### src/hdl/lgst_pkg.sv
// Shared types, codes and constants of the light gun sense timing block.
package lgst_pkg;

  // Item kinds carried in the func field.
  localparam logic [1:0] FUNC_UPDATE = 2'd0;
  localparam logic [1:0] FUNC_READ   = 2'd1;
  localparam logic [1:0] FUNC_SCAN   = 2'd2;

  // Register indexes on the configuration port.
  localparam logic REG_DIVIDER = 1'b0;
  localparam logic REG_ADJUST  = 1'b1;

  // Port bit layout and fixed values.
  localparam logic [6:0]  PORT_RESET = 7'h4C;
  localparam logic [6:0]  READ_MASK  = 7'h7C;
  localparam int          BIT_LIGHT  = 6;
  localparam int          BIT_START  = 5;
  localparam int          BIT_TRIG   = 4;
  localparam logic [1:0]  PORT_FIXED = 2'b11;
  localparam logic [31:0] COUNT_IDLE = 32'h7FFF_FFFF;
  localparam logic signed [15:0] OFF_AIM = -16'sd16384;

  // Widths of internal values.
  localparam int NUM_W  = 20;  // light delay numerator (aim_x + adjust) * 4
  localparam int SHOT_W = 25;  // shot window accumulator
  localparam int DCNT_W = $clog2(NUM_W);

  typedef struct packed {
    logic [1:0]         func;
    logic signed [15:0] pointer_x;
    logic signed [15:0] pointer_y;
    logic               trigger_button;
    logic               start_button;
    logic               offscreen_button;
    logic [23:0]        elapsed_units;
    logic [31:0]        timestamp;
    logic [7:0]         bus_out;
    logic [7:0]         bus_driven_mask;
    logic [9:0]         scan_line;
  } in_word_t;

  typedef struct packed {
    logic [6:0] port_data;
    logic       light_seen;
    logic       shot_active;
  } out_word_t;

  // Commands from the controller to the datapath.
  typedef struct packed {
    logic load;       // capture the accepted input word
    logic exec;       // apply the item to the port state
    logic div_start;  // launch the light delay division
    logic commit;     // arm the light delay with the quotient
    logic out_load;   // move the result into the output register
  } lgst_cmd_t;

  // Status from the datapath to the controller.
  typedef struct packed {
    logic arm;        // scanline hit that needs a light delay
    logic div_busy;
    logic div_done;
  } lgst_sts_t;

endpackage

### src/hdl/lgst_div.sv
// Restoring divider that computes the light delay, one quotient bit per cycle.
module lgst_div
  import lgst_pkg::*;
(
  input  logic             clk,
  input  logic             rst_n,
  input  logic             start,
  input  logic [NUM_W-1:0] dividend,
  input  logic [15:0]      divisor,
  output logic             busy,
  output logic             done,
  output logic [NUM_W-1:0] quotient
);

  logic              busy_r, busy_nxt;
  logic              done_r, done_nxt;
  logic [DCNT_W-1:0] cnt_r, cnt_nxt;
  logic [15:0]       rem_r, rem_nxt;
  logic [NUM_W-1:0]  quo_r, quo_nxt;
  logic [15:0]       dvs_r, dvs_nxt;
  logic [16:0]       trial;
  logic [16:0]       diff;

  always_comb begin
    busy_nxt = busy_r;
    done_nxt = 1'b0;
    cnt_nxt  = cnt_r;
    rem_nxt  = rem_r;
    quo_nxt  = quo_r;
    dvs_nxt  = dvs_r;
    trial    = {rem_r, quo_r[NUM_W-1]};
    diff     = trial - {1'b0, dvs_r};
    if (start) begin
      busy_nxt = 1'b1;
      cnt_nxt  = '0;
      rem_nxt  = '0;
      quo_nxt  = dividend;
      dvs_nxt  = divisor;
    end else if (busy_r) begin
      if (!diff[16]) begin
        rem_nxt = diff[15:0];
        quo_nxt = {quo_r[NUM_W-2:0], 1'b1};
      end else begin
        rem_nxt = trial[15:0];
        quo_nxt = {quo_r[NUM_W-2:0], 1'b0};
      end
      cnt_nxt = cnt_r + 1'b1;
      if (cnt_r == DCNT_W'(NUM_W - 1)) begin
        busy_nxt = 1'b0;
        done_nxt = 1'b1;
      end
    end
  end

  always_ff @(posedge clk) begin
    if (!rst_n) begin
      busy_r <= 1'b0;
      done_r <= 1'b0;
      cnt_r  <= '0;
    end else begin
      busy_r <= busy_nxt;
      done_r <= done_nxt;
      cnt_r  <= cnt_nxt;
    end
    rem_r <= rem_nxt;
    quo_r <= quo_nxt;
    dvs_r <= dvs_nxt;
  end

  assign busy     = busy_r;
  assign done     = done_r;
  assign quotient = quo_r;

endmodule

### src/hdl/lgst_dp.sv
// Datapath: port state, shot window, light countdown and result register.
module lgst_dp
  import lgst_pkg::*;
#(
  parameter int SHOT_DURATION = 250000,
  parameter int LIGHT_PULSE   = 16,
  parameter int X_LIMIT       = 21472
) (
  input  logic               clk,
  input  logic               rst_n,
  input  lgst_cmd_t          cmd,
  output lgst_sts_t          sts,
  input  in_word_t           in_data,
  input  logic [15:0]        pixel_divider,
  input  logic signed [15:0] coord_adjust,
  output out_word_t          out_data
);

  localparam logic [SHOT_W-1:0] SHOT_END   = SHOT_W'(SHOT_DURATION);
  localparam logic [SHOT_W-1:0] SHOT_THIRD = SHOT_W'(SHOT_DURATION / 3);
  localparam logic [SHOT_W-1:0] SHOT_TWO3  = SHOT_W'(SHOT_DURATION * 2 / 3);
  localparam logic [31:0]       PULSE_LEN  = 32'(LIGHT_PULSE);
  localparam logic [15:0]       X_END      = 16'(X_LIMIT);

  in_word_t           item_r;
  logic [6:0]         port_r, port_nxt;
  logic               phase_done_r, phase_done_nxt;
  logic [31:0]        countdown_r, countdown_nxt;
  logic [31:0]        last_time_r, last_time_nxt;
  logic               shot_run_r, shot_run_nxt;
  logic [SHOT_W-1:0]  shot_cnt_r, shot_cnt_nxt;
  logic               prev_shot_r, prev_shot_nxt;
  logic signed [15:0] aim_x_r, aim_x_nxt;
  logic signed [15:0] aim_y_r, aim_y_nxt;
  logic [6:0]         pdata_r, pdata_nxt;
  out_word_t          out_r;

  logic [31:0]        cd_sub;
  logic               expired;
  logic [6:0]         tk_port;
  logic               tk_phase;
  logic [31:0]        tk_cd;
  logic [SHOT_W-1:0]  shot_sum;
  logic signed [17:0] dy;
  logic signed [17:0] xsum;
  logic [NUM_W-1:0]   num;
  logic [15:0]        div_eff;
  logic               near, x_ok, big_enough;
  logic [6:0]         mask7;
  logic               div_busy, div_done;
  logic [NUM_W-1:0]   quotient;

  // Light countdown advance shared by bus reads and scanline events.
  always_comb begin
    cd_sub   = countdown_r - (item_r.timestamp - last_time_r);
    expired  = (cd_sub == 32'd0) || cd_sub[31];
    tk_port  = port_r;
    tk_phase = phase_done_r;
    tk_cd    = cd_sub;
    if (expired) begin
      if (!phase_done_r) begin
        tk_port[BIT_LIGHT] = 1'b0;
        tk_phase           = 1'b1;
        tk_cd              = PULSE_LEN;
      end else begin
        tk_port[BIT_LIGHT] = 1'b1;
        tk_cd              = COUNT_IDLE;
      end
    end
  end

  // Scanline hit test and light delay numerator.
  always_comb begin
    dy      = $signed({{2{aim_y_r[15]}}, aim_y_r}) - $signed({8'b0, item_r.scan_line});
    near    = (dy >= -18'sd1) && (dy <= 18'sd1);
    x_ok    = !aim_x_r[15] && ($unsigned(aim_x_r) < X_END);
    xsum    = $signed({{2{aim_x_r[15]}}, aim_x_r})
            + $signed({{2{coord_adjust[15]}}, coord_adjust});
    num     = {xsum, 2'b00};
    div_eff = (pixel_divider == 16'd0) ? 16'd1 : pixel_divider;
    big_enough = $signed(num) >= $signed({4'b0000, div_eff});
  end

  assign shot_sum = shot_cnt_r + SHOT_W'(item_r.elapsed_units);
  assign mask7    = item_r.bus_driven_mask[6:0];

  always_comb begin
    port_nxt       = port_r;
    phase_done_nxt = phase_done_r;
    countdown_nxt  = countdown_r;
    last_time_nxt  = last_time_r;
    shot_run_nxt   = shot_run_r;
    shot_cnt_nxt   = shot_cnt_r;
    prev_shot_nxt  = prev_shot_r;
    aim_x_nxt      = aim_x_r;
    aim_y_nxt      = aim_y_r;
    pdata_nxt      = pdata_r;
    if (cmd.exec) begin
      pdata_nxt = 7'd0;
      case (item_r.func)
        FUNC_UPDATE: begin
          aim_x_nxt = item_r.pointer_x;
          aim_y_nxt = item_r.pointer_y;
          port_nxt  = {port_r[BIT_LIGHT], !item_r.start_button,
                       !item_r.trigger_button, PORT_FIXED, 2'b00};
          if (shot_run_r) begin
            shot_cnt_nxt = shot_sum;
            if (shot_sum >= SHOT_END) begin
              shot_run_nxt = 1'b0;
              shot_cnt_nxt = '0;
            end else begin
              aim_x_nxt = OFF_AIM;
              aim_y_nxt = OFF_AIM;
              // Trigger reads released, pressed, then released.
              port_nxt[BIT_TRIG] = (shot_sum >= SHOT_TWO3) || (shot_sum < SHOT_THIRD);
            end
          end else if (item_r.offscreen_button && !prev_shot_r) begin
            shot_run_nxt = 1'b1;
            shot_cnt_nxt = '0;
          end
          prev_shot_nxt = item_r.offscreen_button;
        end
        FUNC_READ: begin
          port_nxt       = tk_port;
          phase_done_nxt = tk_phase;
          countdown_nxt  = tk_cd;
          last_time_nxt  = item_r.timestamp;
          pdata_nxt      = ((item_r.bus_out[6:0] & mask7) | (tk_port & ~mask7)) & READ_MASK;
        end
        FUNC_SCAN: begin
          port_nxt       = tk_port;
          phase_done_nxt = tk_phase;
          countdown_nxt  = tk_cd;
          last_time_nxt  = item_r.timestamp;
        end
        default: begin
          pdata_nxt = 7'd0;
        end
      endcase
    end
    if (cmd.commit) begin
      port_nxt[BIT_LIGHT] = 1'b1;
      phase_done_nxt      = 1'b0;
      countdown_nxt       = 32'(quotient);
    end
  end

  always_ff @(posedge clk) begin
    if (!rst_n) begin
      port_r       <= PORT_RESET;
      phase_done_r <= 1'b1;
      countdown_r  <= COUNT_IDLE;
      last_time_r  <= 32'd0;
      shot_run_r   <= 1'b0;
      shot_cnt_r   <= '0;
      prev_shot_r  <= 1'b0;
      aim_x_r      <= 16'sd0;
      aim_y_r      <= 16'sd0;
    end else begin
      port_r       <= port_nxt;
      phase_done_r <= phase_done_nxt;
      countdown_r  <= countdown_nxt;
      last_time_r  <= last_time_nxt;
      shot_run_r   <= shot_run_nxt;
      shot_cnt_r   <= shot_cnt_nxt;
      prev_shot_r  <= prev_shot_nxt;
      aim_x_r      <= aim_x_nxt;
      aim_y_r      <= aim_y_nxt;
    end
    pdata_r <= pdata_nxt;
    if (cmd.load) begin
      item_r <= in_data;
    end
    if (cmd.out_load) begin
      out_r.port_data   <= pdata_r;
      out_r.light_seen  <= !port_r[BIT_LIGHT];
      out_r.shot_active <= shot_run_r;
    end
  end

  lgst_div u_div (
    .clk      (clk),
    .rst_n    (rst_n),
    .start    (cmd.div_start),
    .dividend (num),
    .divisor  (div_eff),
    .busy     (div_busy),
    .done     (div_done),
    .quotient (quotient)
  );

  assign sts.arm      = (item_r.func == FUNC_SCAN) && near && x_ok && big_enough;
  assign sts.div_busy = div_busy;
  assign sts.div_done = div_done;
  assign out_data     = out_r;

endmodule

### src/hdl/lgst_ctrl.sv
// Controller: sequences one item through execute, optional division and output.
module lgst_ctrl
  import lgst_pkg::*;
(
  input  logic      clk,
  input  logic      rst_n,
  input  logic      in_valid,
  output logic      in_stall,
  output logic      out_valid,
  input  logic      out_stall,
  output lgst_cmd_t cmd,
  input  lgst_sts_t sts
);

  typedef enum logic [3:0] {
    S_IDLE = 4'b0001,
    S_EXEC = 4'b0010,
    S_DIV  = 4'b0100,
    S_DONE = 4'b1000
  } state_t;

  state_t state_r, state_nxt;
  logic   out_valid_r, out_valid_nxt;
  logic   out_free;

  assign out_free = !out_valid_r || !out_stall;

  always_comb begin
    state_nxt     = state_r;
    out_valid_nxt = out_valid_r && out_stall;
    cmd           = '0;
    case (state_r)
      S_IDLE: begin
        if (in_valid) begin
          cmd.load  = 1'b1;
          state_nxt = S_EXEC;
        end
      end
      S_EXEC: begin
        cmd.exec = 1'b1;
        if (sts.arm) begin
          cmd.div_start = 1'b1;
          state_nxt     = S_DIV;
        end else begin
          state_nxt = S_DONE;
        end
      end
      S_DIV: begin
        if (sts.div_done) begin
          cmd.commit = 1'b1;
          state_nxt  = S_DONE;
        end
      end
      S_DONE: begin
        if (out_free) begin
          cmd.out_load  = 1'b1;
          out_valid_nxt = 1'b1;
          state_nxt     = S_IDLE;
        end
      end
      default: begin
        state_nxt = S_IDLE;
      end
    endcase
  end

  always_ff @(posedge clk) begin
    if (!rst_n) begin
      state_r     <= S_IDLE;
      out_valid_r <= 1'b0;
    end else begin
      state_r     <= state_nxt;
      out_valid_r <= out_valid_nxt;
    end
  end

  assign in_stall  = (state_r != S_IDLE);
  assign out_valid = out_valid_r;

endmodule

### src/hdl/light_gun_sense_timing_top.sv
// Top level of the light gun sense timing block: ports, registers, assertions.
//
//  Channel  Handshake            Payload      Direction
//  in       in_valid / in_stall  in_data      one word per item, into the block
//  out      out_valid/ out_stall out_data     one result word per item
//  cfg      cfg_psel..cfg_pready cfg_pwdata   register writes and reads (APB)
//
// An input update, a bus read or a scanline event that arms nothing passes through
// capture, execute, and a load into the output register before the next word can
// be accepted; the load waits while an earlier result word is still stalled.
// A scanline event that arms the light delay also waits for the 20-step
// restoring divider that turns the aim numerator into a delay.
// Reset is synchronous and active low; it restores the port bits to 0x4C, an
// idle countdown and no shot window, with a divider of one and no adjust.
// A result word waits in the output register while out_stall is high; the
// block takes the next item meanwhile and holds its result until that frees.
module light_gun_sense_timing_top
  import lgst_pkg::*;
#(
  parameter int SHOT_DURATION = 250000,
  parameter int LIGHT_PULSE   = 16,
  parameter int X_LIMIT       = 21472
) (
  input  logic        clk,
  input  logic        rst_n,
  input  logic        in_valid,
  output logic        in_stall,
  input  in_word_t    in_data,
  output logic        out_valid,
  input  logic        out_stall,
  output out_word_t   out_data,
  input  logic        cfg_psel,
  input  logic        cfg_penable,
  input  logic        cfg_pwrite,
  input  logic [2:0]  cfg_paddr,
  input  logic [31:0] cfg_pwdata,
  output logic [31:0] cfg_prdata,
  output logic        cfg_pready
);

  // Configuration registers. Register 0 sits at byte address 0 and register 1
  // at byte address 4, so address bit 2 selects between them.
  logic [15:0]        divider_r, divider_nxt;
  logic signed [15:0] adjust_r, adjust_nxt;
  logic               cfg_wr;
  logic               cfg_sel;

  lgst_cmd_t cmd;
  lgst_sts_t sts;

  assign cfg_pready = 1'b1;
  assign cfg_wr     = cfg_psel && cfg_penable && cfg_pwrite && cfg_pready;
  assign cfg_sel    = cfg_paddr[2];

  always_comb begin
    divider_nxt = divider_r;
    adjust_nxt  = adjust_r;
    if (cfg_wr) begin
      case (cfg_sel)
        REG_DIVIDER: divider_nxt = cfg_pwdata[15:0];
        REG_ADJUST:  adjust_nxt  = $signed(cfg_pwdata[15:0]);
        default:     divider_nxt = divider_r;
      endcase
    end
  end

  always_ff @(posedge clk) begin
    if (!rst_n) begin
      divider_r <= 16'd1;
      adjust_r  <= 16'sd0;
    end else begin
      divider_r <= divider_nxt;
      adjust_r  <= adjust_nxt;
    end
  end

  assign cfg_prdata = (cfg_sel == REG_ADJUST) ? {16'd0, adjust_r} : {16'd0, divider_r};

  // The controller steps each word through its phases; the datapath holds all
  // port state and the divider, and moves only on the controller's commands.
  lgst_ctrl u_ctrl (
    .clk       (clk),
    .rst_n     (rst_n),
    .in_valid  (in_valid),
    .in_stall  (in_stall),
    .out_valid (out_valid),
    .out_stall (out_stall),
    .cmd       (cmd),
    .sts       (sts)
  );

  lgst_dp #(
    .SHOT_DURATION (SHOT_DURATION),
    .LIGHT_PULSE   (LIGHT_PULSE),
    .X_LIMIT       (X_LIMIT)
  ) u_dp (
    .clk           (clk),
    .rst_n         (rst_n),
    .cmd           (cmd),
    .sts           (sts),
    .in_data       (in_data),
    .pixel_divider (divider_r),
    .coord_adjust  (adjust_r),
    .out_data      (out_data)
  );

  // An accepted word keeps the block busy on the following cycle.
  assert property (@(posedge clk) disable iff (!rst_n)
    in_valid && !in_stall |=> in_stall)
    else $error("input accepted but block not busy afterwards");

  // A new result word appears only at the end of an item in progress.
  assert property (@(posedge clk) disable iff (!rst_n)
    $rose(out_valid) |-> $past(in_stall))
    else $error("result word without an item in progress");

  // The divider never runs while the block is waiting for a new word.
  assert property (@(posedge clk) disable iff (!rst_n)
    !in_stall |-> !sts.div_busy)
    else $error("divider busy while block idle");

  // A division is started only for a scanline event that hits.
  assert property (@(posedge clk) disable iff (!rst_n)
    cmd.div_start |-> sts.arm && cmd.exec)
    else $error("division started without a scanline hit");

endmodule

### config.mk
export PLATFORM = sky130hd
export DESIGN_NAME = light_gun_sense_timing_top
export DESIGN_NICKNAME = d
export VERILOG_FILES = /design/src/hdl/lgst_pkg.sv /design/src/hdl/lgst_div.sv /design/src/hdl/lgst_dp.sv /design/src/hdl/lgst_ctrl.sv /design/src/hdl/light_gun_sense_timing_top.sv
export SDC_FILE = /design/constraint.sdc
export NUM_CORES = 1
export LEC_CHECK = 0
export ABC_AREA = 1
export BUFFER_PORTS_ARGS = -buffer_cell sky130_fd_sc_hd__buf_2
export CAP_MARGIN = 20
export CORE_UTILIZATION = 50
export DETAILED_ROUTE_END_ITERATION = 6
export GPL_TIMING_DRIVEN = 0
export PLACE_DENSITY = 0.79
export SLEW_MARGIN = 30
export SYNTH_ARGS = -nofsm -noshare
export SYNTH_HDL_FRONTEND = slang
export SYNTH_SLANG_ARGS = --single-unit
### constraint.sdc
create_clock -name clk -period 15.95 [get_ports clk]
set_input_delay 3.19 -clock clk [delete_from_list [all_inputs] [get_ports clk]]
set_output_delay 3.19 -clock clk [all_outputs]
set_load 0.05 [all_outputs]
==> metrics.sh, run 1 <==
ROW_COUNT=74
STATUS='finished with violations'
SLEW_HEADROOM=0.450
ANTENNA_FOUND_INITIAL=1
NETLIST-CELL-TYPE-COUNT=51
POST-SYNTH-TOP-AREA-FRACTION=0.228
DRTPASS1ITERATIONS=7
CORE-AREA_UM2=41100
GRT_PASS1_WL_UM=90000
SKEW_PAIR_LATE_INSERTION_DELAY_NS=0.57
YS_FF_LATCH=349
AREA.GROWTH.SYNTH_TO_FINAL_PCT=14.2
SETUP_VIOLATIONS=0
POST_DRT_VIA_CELL_RATIO=5.35
SYNTH_TOP_AREA_CELL='sky130_fd_sc_hd__edfxtp_1'
FINALCRITPERIODSHARE=0.479
FLOORPLAN.DIE_AREA_UM2=42700
CLK_PATH_BUF_DEPTH=3
TIMING.CRITICAL_PATH.SLOWEST_CELL_DELAY_NS=0.39
ROUTED_WIRE_LENGTH_PER_INSTANCE_UM=16.3
YOSYS_MOST_USED_DFF='sky130_fd_sc_hd__dfxtp_1'
CTS-HOLD-FIX-BUFFERS=0
CP-END-KIND='output port'
POST-LAYOUT-TOTAL-POWER_uW=2640
FINAL_CRITICAL_PATH_REQUIRED_PERIOD_NS=7.65
CLKSINKCOUNT=349
FLOORPLAN.IO_PINS=205
CRIT_ARRIVAL_NS=4.46
PATH_CLK_SLEW_NS=0.06
RSZ0062_AT_GRT='false'
TOTAL_LEAKAGE_POWER_uW=0.0113
GP_ROUTABILITY_CONGESTION=0.950
AVGSYNTHCELLAREA_UM2=7.58
CPMAXSTAGEDELAYCELL='sky130_fd_sc_hd__clkbuf_1'
GRT_UTIL_ALL_LAYERS=0.268
WORSTPATHMAXFANOUT=10
FINAL_GLOBAL_ROUTE_OVERFLOW_TOTAL=0
CRIT_TYPE='primary input to output port'
TIMING.CRITICAL_PATH.MODE_CELL='sky130_fd_sc_hd__clkbuf_1'
WORST_HOLD_PATH_CLASS='flop to flop'
CTS_TREE='built'
FLOORPLAN.INITIALDENSITY=0.510
POST_CTS_SETUP_INSERTS=0
SYNTH.TOP_CELLS.BY_AREA='sky130_fd_sc_hd__edfxtp_1, sky130_fd_sc_hd__dfxtp_1, sky130_fd_sc_hd__nand2_1'
WORSTSETUPSTARTPOINTTYPE='primary input'
DETAILEDPLACEMENTHPWL_UM=46100
TRITONCTS.NUM_BUFFERS=39
WORST_EP_REQUIRED_TIME_NS=12.76
CTSROOTBUFFERMASTER='sky130_fd_sc_hd__clkbuf_16'
CLOCK-SKEW-FINAL_NS=0.0154
PORT_BUFFERS=160
DIE_HEIGHT_UM=207
ROUTED_WL_UM=57700
CHIPWIDTH_UM=207
MAX_FREQ_GHz=0.131
MAX_SLEW_VIOLATIONS=0
YS.WARNINGS.COUNT=0
DETAIL_ROUTE.ITER0.VIOLATIONS=1379
WORST_HOLD_SLACK_NS=0.423
TIGHTEST_SLEW_NS=0.822
CTS.HTREE.LEVELS=2
VIOLATED_CHECKS='design-rule violations'
IR_WORST_VDD_uV=95.6
SHARE_OF_LAYOUT_CELLS_ABOVE_DRIVE_STRENGTH_1=0.0955
CAP_VIOLATIONS=0
ANTENNADIODECOUNT=0
DR_TOTAL_VIAS=19000
PATH_CELLS='clkbuf_1 > clkbuf_1 > nand2_1 > o21ai_0 > buf_2'
SYNTH.CELL_AREA_UM2=20900
SYNTH-EDFF-COUNT=159
ASR_FLOP_RATIO_SYNTH=0
SYNTH_SEQUENTIAL_AREA_RATIO=0.409
FIN_SETUP_TNS_NS=0
DRTANTENNAVIOLNETS=0
FINISH.NET_COUNT=3298
POWER.DENSITY_nW_PER_UM2=111
FINAL_REPORT_HOLD_VIOLATION_COUNT=0
FINAL_AREA_UM2=23900
RESIDUAL_DRC=4
FIRST_GLOBAL_VIAS=18200
POST_CTS_RESIZE_COUNT=0
PLACED_CELL_AREA_UM2=22600
GRT_START_MAX_NET_PINS=27
SYN_INST=2763
## cell families (layout without fill, tap and decap cells)
family / after synthesis / after routing / synth area share
xor gates and xnor gates: 52 / 52 / 0.0221
muxes: 4 / 4 / 0.00191
AOI/OAI and AO/OA: 471 / 471 / 0.117
buffers and inverters: 523 / 760 / 0.102
DFF: 349 / 349 / 0.409
and+or+nand+nor: 1211 / 1211 / 0.245
adders and majority gates: 151 / 151 / 0.103
other: 2 / 19 / 0.000358
## area by class of cell
type	count	area, um2
Clock buffer	51	1030
Buffer	111	587
Clock inverter	21	268
Tap cell	532	666
Multi-Input combinational cell	1908	10300
Inverter	412	1550
Fill cell	3793	17200
Sequential cell	349	8580
Timing Repair Buffer	165	938
## per-layer routing
| metal | wire (um) | global-route usage | up-vias |
|---|---|---|---|
| met5 | 10 | 0 | - |
| met4 | 2580 | 0.125 | 2 |
| met3 | 3020 | 0.0327 | 152 |
| met2 | 28100 | 0.476 | 624 |
| met1 | 24000 | 0.323 | 8778 |
| li1 | - | - | 9433 |
## power breakdown
group	switching [uW]	total [uW]	internal, uW
clock network	374	915	541
registers	30.8	1030	998
logic	457	700	243
## path summary, 6_finish.rpt
kind / depth (start not counted) / start / slack, ns / end
max: 5 / cfg_paddr[2] / 8.30 / cfg_prdata[13]
min: 0 / u_dp.pdata_r[5] / 0.42 / u_dp.out_data[7]
max reg2reg: 19 / adjust_r[3] / 11.48 / u_dp.u_div.quotient[15]
min reg2reg: 0 / u_dp.pdata_r[5] / 0.42 / u_dp.out_data[7]
## placed cells by master (no fill, tap or decap), drive strengths merged, types with 3 or more instances in the layout
cell    netlist  routed
a21o          8       8
a21oi       245     245
a31oi         6       6
and2          3       3
buf          48     213
bufinv        0       5
clkbuf       63     114
clkinv        2      16
conb          2      19
dfxtp       190     190
edfxtp      159     159
fa           35      35
ha          116     116
inv         410     411
mux2i         4       4
nand2       701     701
nand3       214     214
nand3b       18      18
nand4        35      35
nor2        204     204
nor3         22      22
nor4          9       9
o211ai        4       4
o21ai       191     191
o21bai        7       7
or2           3       3
xnor2        18      18
xor2         34      34
## state kept, by name, indices dropped and copies added, names as in the netlist, 7 cells and up
register             cells
u_dp.aim_x_r            16
u_dp.u_div.quotient     20
u_dp.item_r            113
u_dp.aim_y_r            16
u_dp.shot_cnt_r         25
divider_r               16
u_dp.u_div.rem_r        16
u_dp.out_data            7
u_dp.countdown_r        32
u_dp.last_time_r        32
u_dp.u_div.dvs_r        16
adjust_r                16
## critical path: cells and delay by family
kind,cells,cell delay (ns)
buffers and inverters,3,0.98
AO/OA/AOI/OAI,1,0.18
AND/OR/NAND/NOR,1,0.10
## cells in the mapped netlist (all sizes together) (22+ instances only)
| master | instances |
|---|---|
| dfxtp | 190 |
| nand2 | 701 |
| buf | 48 |
| nor2 | 204 |
| xor2 | 34 |
| a21oi | 245 |
| inv | 410 |
| fa | 35 |
| o21ai | 191 |
| nand4 | 35 |
| ha | 116 |
| nand3 | 214 |
| clkbuf | 63 |
| edfxtp | 159 |
| nor3 | 22 |
## metrics by stage
stage / cells / worst slack (ns) / utilization
4_1_cts: 3549 / 8.36 / 0.582
3_5_place_dp: 3477 / 8.37 / 0.550
2_1_floorplan: 2780 / 7.46 / -
5_1_grt: 3549 / 8.26 / 0.582
6_report: 3549 / 8.30 / 0.582
3_3_place_gp: 3472 / 5.43 / 0.547
No activity file was read; power rests on OpenSTA's default activity.
==> run 2: changes to the inputs <==
PLACE_DENSITY = 0.82   (was 0.79)
clock period = 6.32 ns   (was 15.95 ns; I/O delays follow)
==> run 2 against run 1 <==
The flow still finishes with violations (design-rule violations). Sequential share of layout area rose by 0.11 points. Wire length fell by 3.6%. Global-route usage fell by 0.90 points. Clock-buffer cell count fell by 4. Critical path depth rose by 15. Sequential power rose to 2.5 times the previous value. Total power rose by 150%. Clock power rose by 140%. Final cell count barely moved. Die area did not move. Clock skew rose by 0.0062 ns. Largest cell class unchanged. Largest power group unchanged.
==> metrics.sh, run 2 (same netlist as run 1, synthesis figures left out) <==
MAX_SLEW_VIOLATIONS=0  # unchanged
MAX_FREQ_GHz=0.228
FINISH.UTILIZATION=0.580  # was 0.582
TIMING.CRITICAL_PATH.SLOWEST_CELL_DELAY_NS=0.49  # was 0.39 ns
HOLD-PATH-CELL-COUNT=0  # unchanged
AREA.GROWTH.SYNTH_TO_FINAL_PCT=13.9  # was 14.2%
R2R.WORST_PATH.CELLS=20  # was 19
IR_WORST_VDD_uV=211  # was 95.6 uV
VIOLATED_CHECKS='design-rule violations'  # unchanged
GRT_START_MAX_NET_PINS=27  # unchanged
LAYOUT.CELLS.MOST_COMMON_LIST='sky130_fd_sc_hd__nand2_1, sky130_fd_sc_hd__inv_1, sky130_fd_sc_hd__a21oi_1'  # unchanged
DRTANTENNAVIOLNETS=0  # unchanged
TOTAL_LEAKAGE_POWER_uW=0.0113  # about the same
GRT_PASS1_WL_UM=87100  # was 90,000 um
LARGEST_REG_FLOPS=113  # unchanged
POST-LAYOUT-TOTAL-POWER_uW=6560  # was 2640 uW
AREA.SEQUENTIAL_UM2=8580  # unchanged
FILLCELLCOUNT=3734  # was 3,793
FLOORPLAN.INITIALDENSITY=0.510  # unchanged
SKEW_PAIR_LATE_INSERTION_DELAY_NS=0.57  # about the same
PATH_CLK_SLEW_NS=0.06  # about the same
CTS-HOLD-FIX-BUFFERS=0  # unchanged
ROUTED_WL_UM=55600  # was 57,700 um
WORSTPATHMAXFANOUT=20  # was 10
CRITICAL_PATH.N_BUFFERS_INVERTERS=2  # was 3
FLOORPLAN.DIE_AREA_UM2=42700  # unchanged
GRT_UTIL_ALL_LAYERS=0.259  # was 0.268
ANTENNA_FOUND_INITIAL=0  # was 1
CRIT-REG2REG-LAUNCH='adjust_r[2]'  # was adjust_r[3]
DETAILEDPLACEMENTHPWL_UM=43400  # was 46,100 um
CTS_TREE='built'  # unchanged
STATUS='finished with violations'  # unchanged
CRITICAL_PATH.TOP_DELAY_FAMILY='simple AND/OR/NAND/NOR gates'  # was buffers and inverters
POWER.DENSITY_nW_PER_UM2=275  # was 111 nW/um2
FINALCRITPERIODSHARE=0.695
CLK_PATH_BUF_DEPTH=3  # unchanged
BIGGESTREGSBYFLOPS='u_dp.item_r x113, u_dp.countdown_r x32, u_dp.last_time_r x32'  # unchanged
TIMING.RR.END='u_dp.u_div.rem_r[0]'  # was u_dp.u_div.quotient[15]
CAP_VIOLATIONS=0  # unchanged
POST_DRT_VIA_CELL_RATIO=5.25  # was 5.35
CRIT_TYPE='flop to flop'  # was primary input to output port
ROUTED_WIRE_LENGTH_PER_INSTANCE_UM=15.7  # was 16.3 um
MULTI_INPUT_COMBINATIONAL_CELL_AREA_UM2=10300  # unchanged
MOSTFREQUENTLAYOUTCELL='sky130_fd_sc_hd__nand2_1'  # unchanged
FINAL_GLOBAL_ROUTE_OVERFLOW_TOTAL=0  # unchanged
CTS.HTREE.LEVELS=2  # unchanged
WORST_HOLD_PATH_CLASS='flop to flop'  # unchanged
CP-END-KIND='flop'  # was output port
FINISH.NET_COUNT=3297  # was 3,298
CLOCK-SKEW-FINAL_NS=0.0216  # was 0.0154 ns
TIGHTEST_SLEW_NS=0.813  # was 0.822 ns
WORST_HOLD_SLACK_NS=0.405  # was 0.423 ns
PATH_CELLS='ha_1 > a21oi_1 > nand2_1 > nand2_1 > o211ai_1 > nand3_1 > nand2_1 > nand3_1 > nand2_1 > a31oi_1 > xor2_1 > ha_1 > nand3_1 > inv_1 > a221oi_1 > nand4_1 > nand4_1 > buf_4 > nand2_1 > o21ai_0'  # was clkbuf_1 > clkbuf_1 > nand2_1 > o21ai_0 > buf_2
HOLD-PATH-ENDPOINT='u_dp.out_data[5]'  # was u_dp.out_data[7]
DIE_HEIGHT_UM=207  # unchanged
WORST_R2R_SETUP_SLACK_NS=1.92  # was 11.48 ns
WORSTSETUPSTARTPOINTTYPE='flop'  # was primary input
CTSROOTBUFFERMASTER='sky130_fd_sc_hd__clkbuf_16'  # unchanged
RSZ0062_AT_GRT='false'  # unchanged
RESIDUAL_DRC=5  # was 4
POST_CTS_SETUP_INSERTS=0  # unchanged
CHIPWIDTH_UM=207  # unchanged
CPMAXSTAGEDELAYCELL='sky130_fd_sc_hd__nand2_1'  # was sky130_fd_sc_hd__clkbuf_1
CRIT_ARRIVAL_NS=4.85  # was 4.46 ns
FINAL_REPORT_HOLD_VIOLATION_COUNT=0  # unchanged
FIRST_GLOBAL_VIAS=17500  # was 18,200
DR_TOTAL_VIAS=18600  # was 19,000
CORE-AREA_UM2=41100  # unchanged
CLKSINKCOUNT=349  # unchanged
DRTPASS1ITERATIONS=7  # unchanged
GP_ROUTABILITY_CONGESTION=0.961  # was 0.950
FLOORPLAN.IO_PINS=205  # unchanged
WORST_EP_REQUIRED_TIME_NS=6.77  # was 12.76 ns
PORT_BUFFERS=160  # unchanged
FIN_SETUP_TNS_NS=0  # unchanged
FINAL_CRITICAL_PATH_REQUIRED_PERIOD_NS=4.40
SETUP_VIOLATIONS=0  # unchanged
TRITONCTS.NUM_BUFFERS=38  # was 39
SLEW_HEADROOM=0.457  # was 0.450
SHARE_OF_LAYOUT_CELLS_ABOVE_DRIVE_STRENGTH_1=0.0962  # was 0.0955
DETAIL_ROUTE.ITER0.VIOLATIONS=1602  # was 1,379
POST_CTS_RESIZE_COUNT=0  # unchanged
TIMING.CRITICAL_PATH.MODE_CELL='sky130_fd_sc_hd__nand2_1'  # was sky130_fd_sc_hd__clkbuf_1
ROW_COUNT=74  # unchanged
MAX_FLOP_REGISTER='u_dp.item_r'  # unchanged
ANTENNADIODECOUNT=0  # unchanged
MIN-DELAY-START='u_dp.pdata_r[3]'  # was u_dp.pdata_r[5]
[run 2: cell count changes in the layout (fill, tap and decap cells not counted), moves of 2 or more]
cell | previous run | this run
sky130_fd_sc_hd__clkbuf_1 | 74 | 71
sky130_fd_sc_hd__clkinv_1 | 9 | 7
sky130_fd_sc_hd__clkinv_2 | 4 | 7
sky130_fd_sc_hd__clkinvlp_4 | 1 | 3
[run 2: worst max-delay path by stage]
| stage | startpoint | end | slack [ns] | cells past startpoint |
|---|---|---|---|---|
| finish | adjust_r[2] | u_dp.u_div.rem_r[0] | 1.92 | 20 |
| floorplan | in_valid | u_dp.item_r[0] | 1.63 | 2 |
| detailed placement | adjust_r[0] | u_dp.u_div.quotient[18] | 2.04 | 18 |
| global route | adjust_r[0] | u_dp.u_div.rem_r[0] | 1.63 | 19 |
| global placement | in_valid | u_dp.item_r[101] | 0.28 | 3 |
| CTS | adjust_r[0] | u_dp.u_div.rem_r[0] | 1.90 | 19 |
[run 2: cell type report]
| cell class | instances | share of cell area |
|---|---|---|
| Tap cell | 532 | 0.0279 |
| Clock inverter | 22 | 0.00934 |
| Clock buffer | 47 | 0.0422 |
| Timing Repair Buffer | 165 | 0.0393 |
| Sequential cell | 349 | 0.360 |
| Multi-Input combinational cell | 1908 | 0.432 |
| Inverter | 412 | 0.0649 |
| Buffer | 111 | 0.0246 |
[run 2: metal layers]
layer  vias to the layer above  track usage  routed length, um
li1                       9419            -                  -
met1                      8425        0.321              23400
met2                       619        0.447              26500
met3                       154       0.0328               3220
met4                         0        0.124               2520
met5                         -            0                  0
[run 2: through the flow]
stage | worst slack (ns) | cells | instance area (um2)
floorplan | 1.63 | 2780 | 21000
global placement | 0.278 | 3472 | 22500
detailed placement | 2.04 | 3477 | 22600
CTS | 1.90 | 3546 | 23900
global route | 1.63 | 3546 | 23900
finish | 1.92 | 3546 | 23900
[run 2: report_power, final]
part	switching [uW]	total (uW)	internal [uW]
registers	79.3	2600	2520
logic	1130	1740	610
clock network	925	2220	1300
total	2130	6560	4430
[run 2: worst register-to-register path: cells and delay by family, from the launching register on]
family / cells / cell delay (ns)
AO/OA/AOI/OAI: 5 / 1.24
XOR/XNOR: 1 / 0.21
buffers and inverters: 2 / 0.27
adder cells (fa/ha/maj): 2 / 0.60
AND/OR/NAND/NOR: 10 / 1.53
flip-flops: 1 / 0.42
